`src/hw/rtl/pwg_pkg.sv`:
```
// Shared types and constants of the parallel single-wire pixel waveform generator.
// Used by every module of the block; depends on nothing.
package pwg_pkg;

   localparam int CHANNELS_DEFAULT = 8;
   localparam int QUEUE_DEPTH      = 2;

   localparam int WORD_WIDTH       = 24;
   localparam int BIT_INDEX_WIDTH  = 5;
   localparam int TICK_WIDTH       = 10;
   localparam int LINE_WIDTH       = 8;
   localparam int KIND_WIDTH       = 2;
   localparam int CHANNEL_WIDTH    = 3;
   localparam int CSR_INDEX_WIDTH  = 2;
   localparam int CSR_DATA_WIDTH   = 10;

   localparam logic [BIT_INDEX_WIDTH-1:0] TOP_BIT_INDEX = BIT_INDEX_WIDTH'(WORD_WIDTH - 1);

   // Request kinds as they arrive on the input port.
   localparam logic [KIND_WIDTH-1:0] KIND_LOAD   = 2'd0;
   localparam logic [KIND_WIDTH-1:0] KIND_COMMIT = 2'd1;
   localparam logic [KIND_WIDTH-1:0] KIND_TICK   = 2'd2;

   // Register indexes on the configuration port.
   localparam logic [CSR_INDEX_WIDTH-1:0] CSR_CHANNEL_ENABLE = 2'd0;
   localparam logic [CSR_INDEX_WIDTH-1:0] CSR_T0H_TICKS      = 2'd1;
   localparam logic [CSR_INDEX_WIDTH-1:0] CSR_T1H_TICKS      = 2'd2;
   localparam logic [CSR_INDEX_WIDTH-1:0] CSR_PERIOD_TICKS   = 2'd3;

   // Operation of a classified request.
   typedef enum logic [1:0] {
      OP_LOAD,
      OP_COMMIT,
      OP_TICK,
      OP_NOP
   } op_type;

   typedef struct packed {
      op_type                   op;
      logic [CHANNEL_WIDTH-1:0] channel;
      logic [WORD_WIDTH-1:0]    pixel_word;
   } cmd_type;

   typedef struct packed {
      logic [LINE_WIDTH-1:0] line_levels;
      logic                  busy_res;
      logic                  row_done;
      logic                  commit_dropped;
   } rsp_type;

   typedef struct packed {
      logic [LINE_WIDTH-1:0] channel_enable;
      logic [TICK_WIDTH-1:0] t0h_ticks;
      logic [TICK_WIDTH-1:0] t1h_ticks;
      logic [TICK_WIDTH-1:0] period_ticks;
   } cfg_type;

endpackage

```
`src/hw/rtl/pwg_fifo.sv`:
```
// Small first-in first-out queue of packed words, used between the front and back
// parts and on the result side. Depends on pwg_pkg for its default depth.
module pwg_fifo
   import pwg_pkg::*;
#(
   parameter int WIDTH = 1,
   parameter int DEPTH = QUEUE_DEPTH
) (
   input  logic             clock,
   input  logic             reset,
   input  logic             push,
   input  logic [WIDTH-1:0] wdata,
   output logic             full,
   input  logic             pop,
   output logic [WIDTH-1:0] rdata,
   output logic             empty
);

   localparam int PW = $clog2(DEPTH);
   localparam int CW = $clog2(DEPTH + 1);

   logic [WIDTH-1:0] mem_ff [DEPTH];
   logic [PW-1:0]    wr_ptr_ff, wr_ptr_in;
   logic [PW-1:0]    rd_ptr_ff, rd_ptr_in;
   logic [CW-1:0]    count_ff, count_in;
   logic             do_push, do_pop;

   assign full    = (count_ff == CW'(DEPTH));
   assign empty   = (count_ff == '0);
   assign do_push = push && !full;
   assign do_pop  = pop && !empty;
   assign rdata   = mem_ff[rd_ptr_ff];

   always_comb begin
      wr_ptr_in = wr_ptr_ff;
      rd_ptr_in = rd_ptr_ff;
      count_in  = count_ff;
      if (do_push) begin
         wr_ptr_in = (wr_ptr_ff == PW'(DEPTH - 1)) ? '0 : wr_ptr_ff + PW'(1);
      end
      if (do_pop) begin
         rd_ptr_in = (rd_ptr_ff == PW'(DEPTH - 1)) ? '0 : rd_ptr_ff + PW'(1);
      end
      case ({do_push, do_pop})
         2'b10:   count_in = count_ff + CW'(1);
         2'b01:   count_in = count_ff - CW'(1);
         default: count_in = count_ff;
      endcase
   end

   always_ff @(posedge clock) begin
      if (do_push) begin
         mem_ff[wr_ptr_ff] <= wdata;
      end
   end

   always_ff @(posedge clock) begin
      if (reset) begin
         wr_ptr_ff <= '0;
         rd_ptr_ff <= '0;
         count_ff  <= '0;
      end else begin
         wr_ptr_ff <= wr_ptr_in;
         rd_ptr_ff <= rd_ptr_in;
         count_ff  <= count_in;
      end
   end

endmodule

```
`src/hw/rtl/pwg_front.sv`:
```
// Request classifier: turns an incoming request into an operation for the back part
// and applies flow control from the command queue. Depends on pwg_pkg.
module pwg_front
   import pwg_pkg::*;
#(
   parameter int CHANNELS = CHANNELS_DEFAULT
) (
   input  logic                     reset,
   input  logic                     push,
   output logic                     full,
   input  logic [KIND_WIDTH-1:0]    req_kind,
   input  logic [CHANNEL_WIDTH-1:0] req_channel,
   input  logic [WORD_WIDTH-1:0]    req_pixel_word,
   input  logic                     cmd_full,
   output logic                     cmd_push,
   output cmd_type                  cmd
);

   logic channel_valid;

   // A load to a channel that does not exist has no effect, so it becomes a no-op here.
   assign channel_valid = (32'(req_channel) < CHANNELS);

   assign full     = cmd_full || reset;
   assign cmd_push = push && !full;

   always_comb begin
      cmd.channel    = req_channel;
      cmd.pixel_word = req_pixel_word;
      case (req_kind)
         KIND_LOAD:   cmd.op = channel_valid ? OP_LOAD : OP_NOP;
         KIND_COMMIT: cmd.op = OP_COMMIT;
         KIND_TICK:   cmd.op = OP_TICK;
         default:     cmd.op = OP_NOP;
      endcase
   end

endmodule

```
`src/hw/rtl/pwg_back.sv`:
```
// Bit timing engine: staging buffer, shift registers, bit and phase counters, and the
// line level logic. Executes one classified request per cycle unless stalled. Depends on pwg_pkg.
module pwg_back
   import pwg_pkg::*;
#(
   parameter int CHANNELS = CHANNELS_DEFAULT
) (
   input  logic    clock,
   input  logic    reset,
   input  cfg_type cfg,
   input  logic    cmd_valid,
   input  cmd_type cmd,
   output logic    cmd_pop,
   input  logic    rsp_full,
   output logic    rsp_push,
   output rsp_type rsp
);

   localparam int LINES = (CHANNELS < LINE_WIDTH) ? CHANNELS : LINE_WIDTH;

   logic [WORD_WIDTH-1:0]      staging_ff [CHANNELS];
   logic [WORD_WIDTH-1:0]      staging_in [CHANNELS];
   logic [WORD_WIDTH-1:0]      shift_ff   [CHANNELS];
   logic [WORD_WIDTH-1:0]      shift_in   [CHANNELS];
   logic [BIT_INDEX_WIDTH-1:0] bit_index_ff, bit_index_in;
   logic [TICK_WIDTH-1:0]      phase_ff, phase_in;
   logic                       sending_ff, sending_in;

   logic                  go;
   logic                  starting;
   logic                  done;
   logic                  dropped;
   logic [TICK_WIDTH-1:0] phase_next;
   logic [TICK_WIDTH-1:0] one_end;
   logic [TICK_WIDTH-1:0] eval_phase;
   logic                  eval_sending;
   logic                  early_high;
   logic                  late_high;
   logic [LINE_WIDTH-1:0] levels;

   assign go       = cmd_valid && !rsp_full;
   assign cmd_pop  = go;
   assign rsp_push = go;

   assign phase_next = phase_ff + TICK_WIDTH'(1);
   assign one_end    = (cfg.t1h_ticks > cfg.t0h_ticks) ? cfg.t1h_ticks : cfg.t0h_ticks;

   always_comb begin
      staging_in   = staging_ff;
      shift_in     = shift_ff;
      bit_index_in = bit_index_ff;
      phase_in     = phase_ff;
      sending_in   = sending_ff;
      starting     = 1'b0;
      done         = 1'b0;
      dropped      = 1'b0;
      if (go) begin
         case (cmd.op)
            OP_LOAD: begin
               for (int c = 0; c < CHANNELS; c++) begin
                  if (32'(cmd.channel) == c) begin
                     staging_in[c] = cmd.pixel_word;
                  end
               end
            end
            OP_COMMIT: begin
               if (sending_ff) begin
                  dropped = 1'b1;
               end else begin
                  shift_in     = staging_ff;
                  bit_index_in = TOP_BIT_INDEX;
                  phase_in     = '0;
                  sending_in   = 1'b1;
                  starting     = 1'b1;
               end
            end
            OP_TICK: begin
               if (sending_ff) begin
                  if (phase_next >= cfg.period_ticks) begin
                     phase_in = '0;
                     if (bit_index_ff == '0) begin
                        sending_in   = 1'b0;
                        bit_index_in = TOP_BIT_INDEX;
                        done         = 1'b1;
                     end else begin
                        bit_index_in = bit_index_ff - BIT_INDEX_WIDTH'(1);
                        for (int c = 0; c < CHANNELS; c++) begin
                           shift_in[c] = {shift_ff[c][WORD_WIDTH-2:0], 1'b0};
                        end
                     end
                  end else begin
                     phase_in = phase_next;
                  end
               end
            end
            default: begin
            end
         endcase
      end
   end

   // A tick reports the level during that tick, so only a starting commit looks ahead.
   assign eval_phase   = starting ? '0 : phase_ff;
   assign eval_sending = starting || sending_ff;
   assign early_high   = (eval_phase < cfg.t0h_ticks);
   assign late_high    = (eval_phase < one_end);

   for (genvar g = 0; g < LINES; g++) begin : g_line
      logic msb;
      assign msb = starting ? staging_ff[g][WORD_WIDTH-1] : shift_ff[g][WORD_WIDTH-1];
      assign levels[g] = eval_sending && cfg.channel_enable[g] && (early_high || (msb && late_high));
   end
   if (LINES < LINE_WIDTH) begin : g_unused_lines
      assign levels[LINE_WIDTH-1:LINES] = '0;
   end

   assign rsp.line_levels    = levels;
   assign rsp.busy_res       = sending_in;
   assign rsp.row_done       = done;
   assign rsp.commit_dropped = dropped;

   always_ff @(posedge clock) begin
      if (reset) begin
         for (int c = 0; c < CHANNELS; c++) begin
            staging_ff[c] <= '0;
         end
         bit_index_ff <= TOP_BIT_INDEX;
         phase_ff     <= '0;
         sending_ff   <= 1'b0;
      end else begin
         staging_ff   <= staging_in;
         bit_index_ff <= bit_index_in;
         phase_ff     <= phase_in;
         sending_ff   <= sending_in;
      end
   end

   always_ff @(posedge clock) begin
      shift_ff <= shift_in;
   end

endmodule

```
`src/hw/rtl/parallel_ws2812_waveform_generator_core.sv`:
```
// Top level of the parallel single-wire pixel waveform generator.
// Depends on pwg_pkg, pwg_front, pwg_fifo and pwg_back.
//
// This block drives up to eight single-wire pixel data lines in lockstep. A load request
// writes one 24-bit word, already in wire order, into the staging slot of one channel; a
// commit request copies all staging slots into the shift registers at once and starts
// a row; every tick request advances the bit timing by one tick. Within each bit period an
// enabled line is high from the period start, lines sending a 0 bit drop at t0h_ticks and
// all lines drop at the larger of t0h_ticks and t1h_ticks; bits leave MSB first, one per
// period_ticks ticks. Every request yields exactly one response that carries the line
// levels (for a tick, the level during that tick; otherwise the level after the request),
// the busy state after the request, a row done flag on the tick that ends bit 0, and a
// flag for a commit that arrived while a row was in flight and was ignored. The block takes
// one request per clock cycle while the command queue has room; a response passes through
// the command queue and the timing engine into the result queue, which holds it until a pop.
// A classifier in front feeds a two-entry command queue, the timing engine behind it
// executes one request per cycle while the result queue has room, and a two-entry result
// queue decouples it from the consumer, so either side may stall without losing a request.
// The user must write configuration registers through the csr port only while the block is
// idle; the block does not enforce this. channel_enable acts on responses computed after it.
module parallel_ws2812_waveform_generator_core
   import pwg_pkg::*;
#(
   parameter int CHANNELS = CHANNELS_DEFAULT
) (
   input  logic                       clock,
   input  logic                       reset,
   input  logic                       push,
   output logic                       full,
   input  logic [KIND_WIDTH-1:0]      req_kind,
   input  logic [CHANNEL_WIDTH-1:0]   req_channel,
   input  logic [WORD_WIDTH-1:0]      req_pixel_word,
   output logic                       empty,
   input  logic                       pop,
   output logic [LINE_WIDTH-1:0]      rsp_line_levels,
   output logic                       rsp_busy_res,
   output logic                       rsp_row_done,
   output logic                       rsp_commit_dropped,
   input  logic                       csr_write_enable,
   input  logic [CSR_INDEX_WIDTH-1:0] csr_index,
   input  logic [CSR_DATA_WIDTH-1:0]  csr_wdata
);

   cfg_type cfg_ff, cfg_in;

   logic    cmd_push, cmd_full, cmd_empty, cmd_pop;
   cmd_type cmd_wr, cmd_rd;
   logic    rsp_push, rsp_full, rsp_empty;
   rsp_type rsp_wr, rsp_rd;

   // Configuration registers. The write data is as wide as the widest register; each
   // register keeps its own low bits.
   always_comb begin
      cfg_in = cfg_ff;
      if (csr_write_enable) begin
         case (csr_index)
            CSR_CHANNEL_ENABLE: cfg_in.channel_enable = csr_wdata[LINE_WIDTH-1:0];
            CSR_T0H_TICKS:      cfg_in.t0h_ticks      = csr_wdata[TICK_WIDTH-1:0];
            CSR_T1H_TICKS:      cfg_in.t1h_ticks      = csr_wdata[TICK_WIDTH-1:0];
            CSR_PERIOD_TICKS:   cfg_in.period_ticks   = csr_wdata[TICK_WIDTH-1:0];
            default:            cfg_in = cfg_ff;
         endcase
      end
   end

   always_ff @(posedge clock) begin
      if (reset) begin
         cfg_ff.channel_enable <= '0;
         cfg_ff.t0h_ticks      <= TICK_WIDTH'(8);
         cfg_ff.t1h_ticks      <= TICK_WIDTH'(16);
         cfg_ff.period_ticks   <= TICK_WIDTH'(25);
      end else begin
         cfg_ff <= cfg_in;
      end
   end

   // Front part: classify each request and hand it to the command queue.
   pwg_front #(
      .CHANNELS (CHANNELS)
   ) u_front (
      .reset          (reset),
      .push           (push),
      .full           (full),
      .req_kind       (req_kind),
      .req_channel    (req_channel),
      .req_pixel_word (req_pixel_word),
      .cmd_full       (cmd_full),
      .cmd_push       (cmd_push),
      .cmd            (cmd_wr)
   );

   pwg_fifo #(
      .WIDTH ($bits(cmd_type)),
      .DEPTH (QUEUE_DEPTH)
   ) u_cmd_queue (
      .clock (clock),
      .reset (reset),
      .push  (cmd_push),
      .wdata (cmd_wr),
      .full  (cmd_full),
      .pop   (cmd_pop),
      .rdata (cmd_rd),
      .empty (cmd_empty)
   );

   // Back part: the timing engine consumes a request only when the result queue has room.
   pwg_back #(
      .CHANNELS (CHANNELS)
   ) u_back (
      .clock     (clock),
      .reset     (reset),
      .cfg       (cfg_ff),
      .cmd_valid (!cmd_empty),
      .cmd       (cmd_rd),
      .cmd_pop   (cmd_pop),
      .rsp_full  (rsp_full),
      .rsp_push  (rsp_push),
      .rsp       (rsp_wr)
   );

   pwg_fifo #(
      .WIDTH ($bits(rsp_type)),
      .DEPTH (QUEUE_DEPTH)
   ) u_rsp_queue (
      .clock (clock),
      .reset (reset),
      .push  (rsp_push),
      .wdata (rsp_wr),
      .full  (rsp_full),
      .pop   (pop),
      .rdata (rsp_rd),
      .empty (rsp_empty)
   );

   assign empty              = rsp_empty || reset;
   assign rsp_line_levels    = rsp_rd.line_levels;
   assign rsp_busy_res       = rsp_rd.busy_res;
   assign rsp_row_done       = rsp_rd.row_done;
   assign rsp_commit_dropped = rsp_rd.commit_dropped;

endmodule

```
`config.mk`:
```
export PLATFORM = sky130hd
export DESIGN_NAME = parallel_ws2812_waveform_generator_core
export DESIGN_NICKNAME = d
export VERILOG_FILES = /design/src/hw/rtl/pwg_pkg.sv /design/src/hw/rtl/pwg_fifo.sv /design/src/hw/rtl/pwg_front.sv /design/src/hw/rtl/pwg_back.sv /design/src/hw/rtl/parallel_ws2812_waveform_generator_core.sv
export SDC_FILE = /design/constraint.sdc
export NUM_CORES = 1
export LEC_CHECK = 0
export BUFFER_PORTS_ARGS = -buffer_cell sky130_fd_sc_hd__buf_2
export CORE_UTILIZATION = 60
export DETAILED_ROUTE_END_ITERATION = 10
export PLACE_DENSITY = 0.77
export SLEW_MARGIN = 20
export SYNTH_ARGS = -nofsm -noshare
export SYNTH_HDL_FRONTEND = slang
export SYNTH_SLANG_ARGS = --single-unit
```
`constraint.sdc`:
```
create_clock -name clock -period 24.2 [get_ports clock]
set_clock_uncertainty 0.15 [all_clocks]
set_input_delay 3.63 -clock clock [delete_from_list [all_inputs] [get_ports clock]]
set_output_delay 3.63 -clock clock [all_outputs]
set_load 0.03 [all_outputs]
```
==> impl_metrics.json, run 1 <==
{
  "required_ns": 20.42,
  "clock.fmax_mhz": 116,
  "outcome": "complete, no violations",
  "synth.distinct_cells": 56,
  "regArea_sq_um": 13300,
  "endpoint_kind": "primary output",
  "nets": 1789,
  "critPathKind": "in -> out",
  "port_buffers": 58,
  "wire_per_inst_microns": 19.6,
  "cts_setup_buffers": 0,
  "die_width_microns": 190,
  "stdcell_count": 2197,
  "cts_tree": "built",
  "clkTransAtPathRegs_ns": 0.06,
  "max_cap_viol_count": 0,
  "grt_max_degree": 199,
  "r2r_cells": 15,
  "final_min_period_over_clock_period": 0.355,
  "wl_microns": 43000,
  "hold_ws_ns": 0.312,
  "clock-root-buffer": "clkbuf_16",
  "cts_sinks": 528,
  "vias": 13000,
  "synthCells": 1675,
  "syn_area_per_cell_sq_um": 12.7,
  "placed_cells": 2093,
  "worst_hold_path.num_cells": 2,
  "cts_resized": 0,
  "synth.largest_area_cell": "edfxtp_1",
  "io_pins": 59,
  "setup_viol_count_final": 0,
  "place.gp.congestion": 0.870,
  "slew_violations": 0,
  "grt_antenna_before_repair": 1,
  "setup_slack_ns": 15.61,
  "overflow": 0,
  "yosys.cell_count.top_type": "edfxtp_1",
  "ctsHoldBuffers": 0,
  "syn_to_final_growth_pct": 11.5,
  "p_leak_nw": 8.27,
  "relSlewSlack": 0.133,
  "drive_gt1_frac": 0.219,
  "synth_edf_count": 272,
  "ys_ff_latch": 528,
  "rows": 68,
  "synth_common_cells": "edfxtp_1, dfxtp_1, nor2_1, mux2_2, a211oi_1",
  "die_h_microns": 190,
  "syn-cell-area_sq_um": 21200,
  "gr-usage-all-layers": 0.238,
  "dominantRegCellSynth": "edfxtp_1",
  "fp.coreArea_sq_um": 34700,
  "cp-start-kind": "input port",
  "rsz0062_at_grt": "no",
  "fillerInstances": 2414,
  "yosysWarnings": 0,
  "clockBufferDepth": 3,
  "synthTopCellsByArea": "edfxtp_1, dfxtp_1, mux2_2, a211oi_1, nor2_1",
  "synthArstFlopShare": 0,
  "cts_buffers": 51,
  "ant_nets": 0,
  "first_pass_iters": 5,
  "drt-vias-per-instance": 5.92,
  "hold_viol": 0,
  "grt_pass1_wl_microns": 67400,
  "dp_slack_ns": 15.60,
  "arrival_ns": 4.81,
  "power_density_nw_per_um2": 98.5,
  "drc_errors": 0,
  "min_period_ns": 8.59,
  "vdd_ir_drop_max_mv": 0.0845,
  "die_area_sq_um": 36200,
  "start_util": 0.612,
  "worst_pin_slew_ns": 1.30,
  "drt_iter0_drc": 1013,
  "h-tree-depth": 2,
  "clock_latency_ns": 0.57,
  "netlist.area_leader.share": 0.384,
  "final_util": 0.682,
  "yosysSeqAreaShare": 0.626,
  "tns_ns": 0,
  "critPathMaxFanout": 83,
  "min_path_type": "reg -> reg",
  "hpwl_microns": 25200,
  "synth_nets": 1766,
  "first_global_vias": 12800,
  "multi_input_area_sq_um": 7460
}
-- layout by cell type, fill, tap and decap left out, drive strengths merged, types with 7 or more instances in the layout --
cell type  Yosys  routed
mux2         203     203
o211ai         7       7
mux2i         56      56
nand3         10      10
edfxtp       272     272
o21ai         25      25
clkinv         0      17
nand2         60      60
nor2         250     250
buf           58      76
a22oi         11      11
xnor2         10      10
inv           34      36
nor3          13      13
a211oi       196     196
clkbuf        48      72
nor2b         19      19
a21oi         39      39
dfxtp        256     256
ha            45      45
-- where the power goes --
part | leakage, nW | switching (W) | internal, W
sequential | 4.60 | 0.0000420 | 0.00110
combinational | 2.86 | 0.000260 | 0.000153
clock | 0.805 | 0.000327 | 0.000450
-- logic make-up (layout without fill, tap and decap cells) --
family                   Yosys count  after routing  synth area share
flip-flops                       528            528             0.626
multiplexers                     259            259             0.134
XOR/XNOR                          15             15           0.00618
AO/OA/AOI/OAI                    294            294            0.0998
buffers and inverters            140            206            0.0279
AND/OR/NAND/NOR                  394            394            0.0800
other                              0              1                 0
adder cells (fa/ha/maj)           45             45            0.0265
-- registers in the layout, indices dropped and copies added, names as in the netlist, named ones only --
register               flops
cfg_ff                    38
u_back.bit_index_ff        5
u_back.phase_ff           10
u_back.sending_ff          1
u_back.shift_ff          192
u_back.staging_ff        192
u_cmd_queue.count_ff       2
u_cmd_queue.mem_ff        58
u_cmd_queue.rd_ptr_ff      1
u_cmd_queue.wr_ptr_ff      1
u_rsp_queue.count_ff       2
u_rsp_queue.mem_ff        22
u_rsp_queue.rd_ptr_ff      1
u_rsp_queue.wr_ptr_ff      1
-- per-layer routing --
metal  GRT usage  share of wire
met1       0.312           0.43
met2       0.404           0.50
met3      0.0336          0.047
met4      0.0822          0.025
met5           0              0
-- final timing paths --
| kind | slack [ns] | to | startpoint |
|---|---|---|---|
| worst max-delay path | 15.61 | empty | reset |
| worst min-delay path | 0.31 | cfg_ff[5]$_SDFFE_PP0P_ | cfg_ff[5]$_SDFFE_PP0P_ |
| worst max register to register | 19.13 | u_rsp_queue.mem_ff[0][8]$_DFFE_PP_ | flop |
| worst min register to register | 0.31 | cfg_ff[5]$_SDFFE_PP0P_ | cfg_ff[5]$_SDFFE_PP0P_ |
-- worst max-delay path: stages --
cell and delay, ns:
buf_6 0.49, inv_1 0.31, o21ai_0 0.15, buf_2 0.22
-- through the flow --
stage / power (W) / instance area, sq um
after floorplan: 0.00148 / 21200
after global placement: 0.00155 / 21800
after detailed placement: 0.00157 / 21900
after CTS: 0.00234 / 23500
after global routing: 0.00242 / 23700
final: 0.00233 / 23700
-- cell type report --
class,instances,share of cell area
flip-flops and latches,528,0.561
multi-input cells,1007,0.315
clock buffers,72,0.0594
repair buffers,76,0.0246
well taps,455,0.0240
clock inverters,24,0.00988
inverters,34,0.00539
diodes,1,0.000106
Power figures use the tool's default switching activity.
==> run 2: changes to the inputs <==
- clock period: 24.2 -> 9 ns (I/O delays scaled with it)
==> impl_metrics.json, run 2 (synthesis results as in run 1) <==
{
  "outcome": "complete, no violations",
  "hpwl_microns": 26200,
  "setup_slack_ns": 3.99,
  "drt_iter0_drc": 993,
  "cts_buffers": 52,
  "power_density_nw_per_um2": 271,
  "place.gp.congestion": 0.882,
  "die_width_microns": 190,
  "r2r-end": "u_back.shift_ff[94]$_DFFE_PP_",
  "syn_to_final_growth_pct": 12.3,
  "cpMaxStageDelayCell": "buf_12",
  "crit_family": "compound AO/OA/AOI/OAI gates",
  "port_buffers": 58,
  "grt_max_degree": 193,
  "seq_power_share": 0.478,
  "vias": 13000,
  "p_leak_nw": 8.38,
  "diodes": 0,
  "h-tree-depth": 2,
  "setup_viol_count_final": 0,
  "first_global_vias": 12800,
  "max_stage_delay_ns": 0.72,
  "clock.fmax_mhz": 200,
  "p_int_w": 0.00473,
  "finalPower_w": 0.00647,
  "ctsHoldBuffers": 0,
  "drive_gt1_frac": 0.227,
  "fp.coreArea_sq_um": 34700,
  "placed_cells": 2098,
  "r2r_cells": 11,
  "layout_commonest_cell": "edfxtp_1",
  "rows": 68,
  "min_path_type": "reg -> reg",
  "path_cells": "and4_1, nand4_1, and2_1, or2_2, ha_1, a21oi_1, o21ai_0, a21oi_1, nand2b_1, a21oi_4, buf_12",
  "clockPowerShare": 0.351,
  "critPathKind": "reg -> reg",
  "drc_errors": 0,
  "worst_pin_slew_ns": 1.36,
  "die_area_sq_um": 36200,
  "tns_ns": 0,
  "start_util": 0.612,
  "sw_frac_of_total": 0.268,
  "grt_antenna_before_repair": 0,
  "worst_hold_path.num_cells": 2,
  "final_cell_mix": "edfxtp_1, dfxtp_1, nor2_1",
  "gr-usage-all-layers": 0.245,
  "reg2reg_slack_ns": 3.99,
  "critPathLaunch": "u_back.phase_ff[4]$_SDFFE_PP0P_",
  "relSlewSlack": 0.0951,
  "clockBufferDepth": 3,
  "vdd_ir_drop_max_mv": 0.229,
  "path_buf_inv": 1,
  "clock_latency_ns": 0.61,
  "endpoint_kind": "flop",
  "min_period_ns": 5.01,
  "hold_viol": 0,
  "io_pins": 59,
  "cts_resized": 0,
  "reg_top3": "u_back.shift_ff: 192 flops, u_back.staging_ff: 192 flops, u_cmd_queue.mem_ff: 58 flops",
  "grt_pass1_wl_microns": 69200,
  "die_h_microns": 190,
  "arrival_ns": 5.05,
  "worstReg2RegStart": "u_back.phase_ff[4]$_SDFFE_PP0P_",
  "cts_sinks": 528,
  "nets": 1794,
  "drt-vias-per-instance": 5.90,
  "wire_per_inst_microns": 20.0,
  "ant_nets": 0,
  "cts_tree": "built",
  "hold-path-endpoint": "cfg_ff[2]$_SDFFE_PP0P_",
  "fillerInstances": 2398,
  "pwr-share-comb": 0.172,
  "stdcell_count": 2201,
  "slew_violations": 0,
  "clkTransAtPathRegs_ns": 0.06,
  "max_cap_viol_count": 0,
  "required_ns": 9.04,
  "cts_setup_buffers": 0,
  "rsz0062_at_grt": "no",
  "min_from": "cfg_ff[2]$_SDFFE_PP0P_",
  "first_pass_iters": 6,
  "cp-start-kind": "flop",
  "final_min_period_over_clock_period": 0.557,
  "clock-root-buffer": "clkbuf_16",
  "overflow": 0,
  "crit_top_cell": "a21oi_1",
  "critPathMaxFanout": 172,
  "power.switching_w": 0.00174,
  "wl_microns": 44000,
  "dp_slack_ns": 4.08
}
run 2: routing by layer:
metal / part of all wire / GRT usage / vias to the layer above
li1: - / - / 6242
met1: 0.43 / 0.319 / 6377
met2: 0.50 / 0.420 / 296
met3: 0.044 / 0.0389 / 68
met4: 0.022 / 0.0757 / 0
met5: 0 / 0 / -
run 2: how the worst max path moves through the flow:
| stage | end | slack (ns) | cells after the start |
|---|---|---|---|
| floorplan | u_back.shift_ff[0]$_SDFFCE_PP0P_ | 0.50 | 10 |
| global placement | u_back.shift_ff[72]$_SDFFCE_PP0P_ | 4.15 | 11 |
| detailed placement | u_back.shift_ff[72]$_SDFFCE_PP0P_ | 4.08 | 11 |
| CTS | u_back.shift_ff[29]$_DFFE_PP_ | 4.05 | 11 |
| global route | u_rsp_queue.mem_ff[0][6]$_DFFE_PP_ | 3.71 | 14 |
| finish | u_back.shift_ff[94]$_DFFE_PP_ | 3.99 | 11 |
run 2: final cells by class:
class,instances,area [sq um],area share
flip-flops and latches,528,13300,0.557
multi-input cells,1007,7460,0.313
clock buffers,79,1580,0.0664
repair buffers,80,584,0.0245
well taps,455,569,0.0239
clock inverters,18,246,0.0103
inverters,34,128,0.00535
run 2: stage by stage:
stage / util / instance area, sq um / hold WS [ns]
after floorplan: - / 21200 / 0.286
after global placement: 0.630 / 21900 / 0.295
after detailed placement: 0.631 / 21900 / 0.302
after CTS: 0.683 / 23700 / 0.311
after global routing: 0.688 / 23900 / 0.333
final: 0.688 / 23900 / 0.313
run 2: power by group through the flow:
stage	sequential [W]	clock (W)	combinational, W
5_1_grt	0.00312	0.00240	0.00119
3_5_place_dp	0.00314	0	0.00110
6_report	0.00309	0.00227	0.00111
2_1_floorplan	0.00311	0	0.000831
3_3_place_gp	0.00312	0	0.00108
4_1_cts	0.00309	0.00230	0.00111
run 2: worst register-to-register path: stages, from the launching register on:
cell and delay (ns):
dfxtp_1 0.42, and4_1 0.28, nand4_1 0.16, and2_1 0.22, or2_2 0.30, ha_1 0.30, a21oi_1 0.06, o21ai_0 0.67
a21oi_1 0.23, nand2b_1 0.25, a21oi_4 0.64, buf_12 0.73
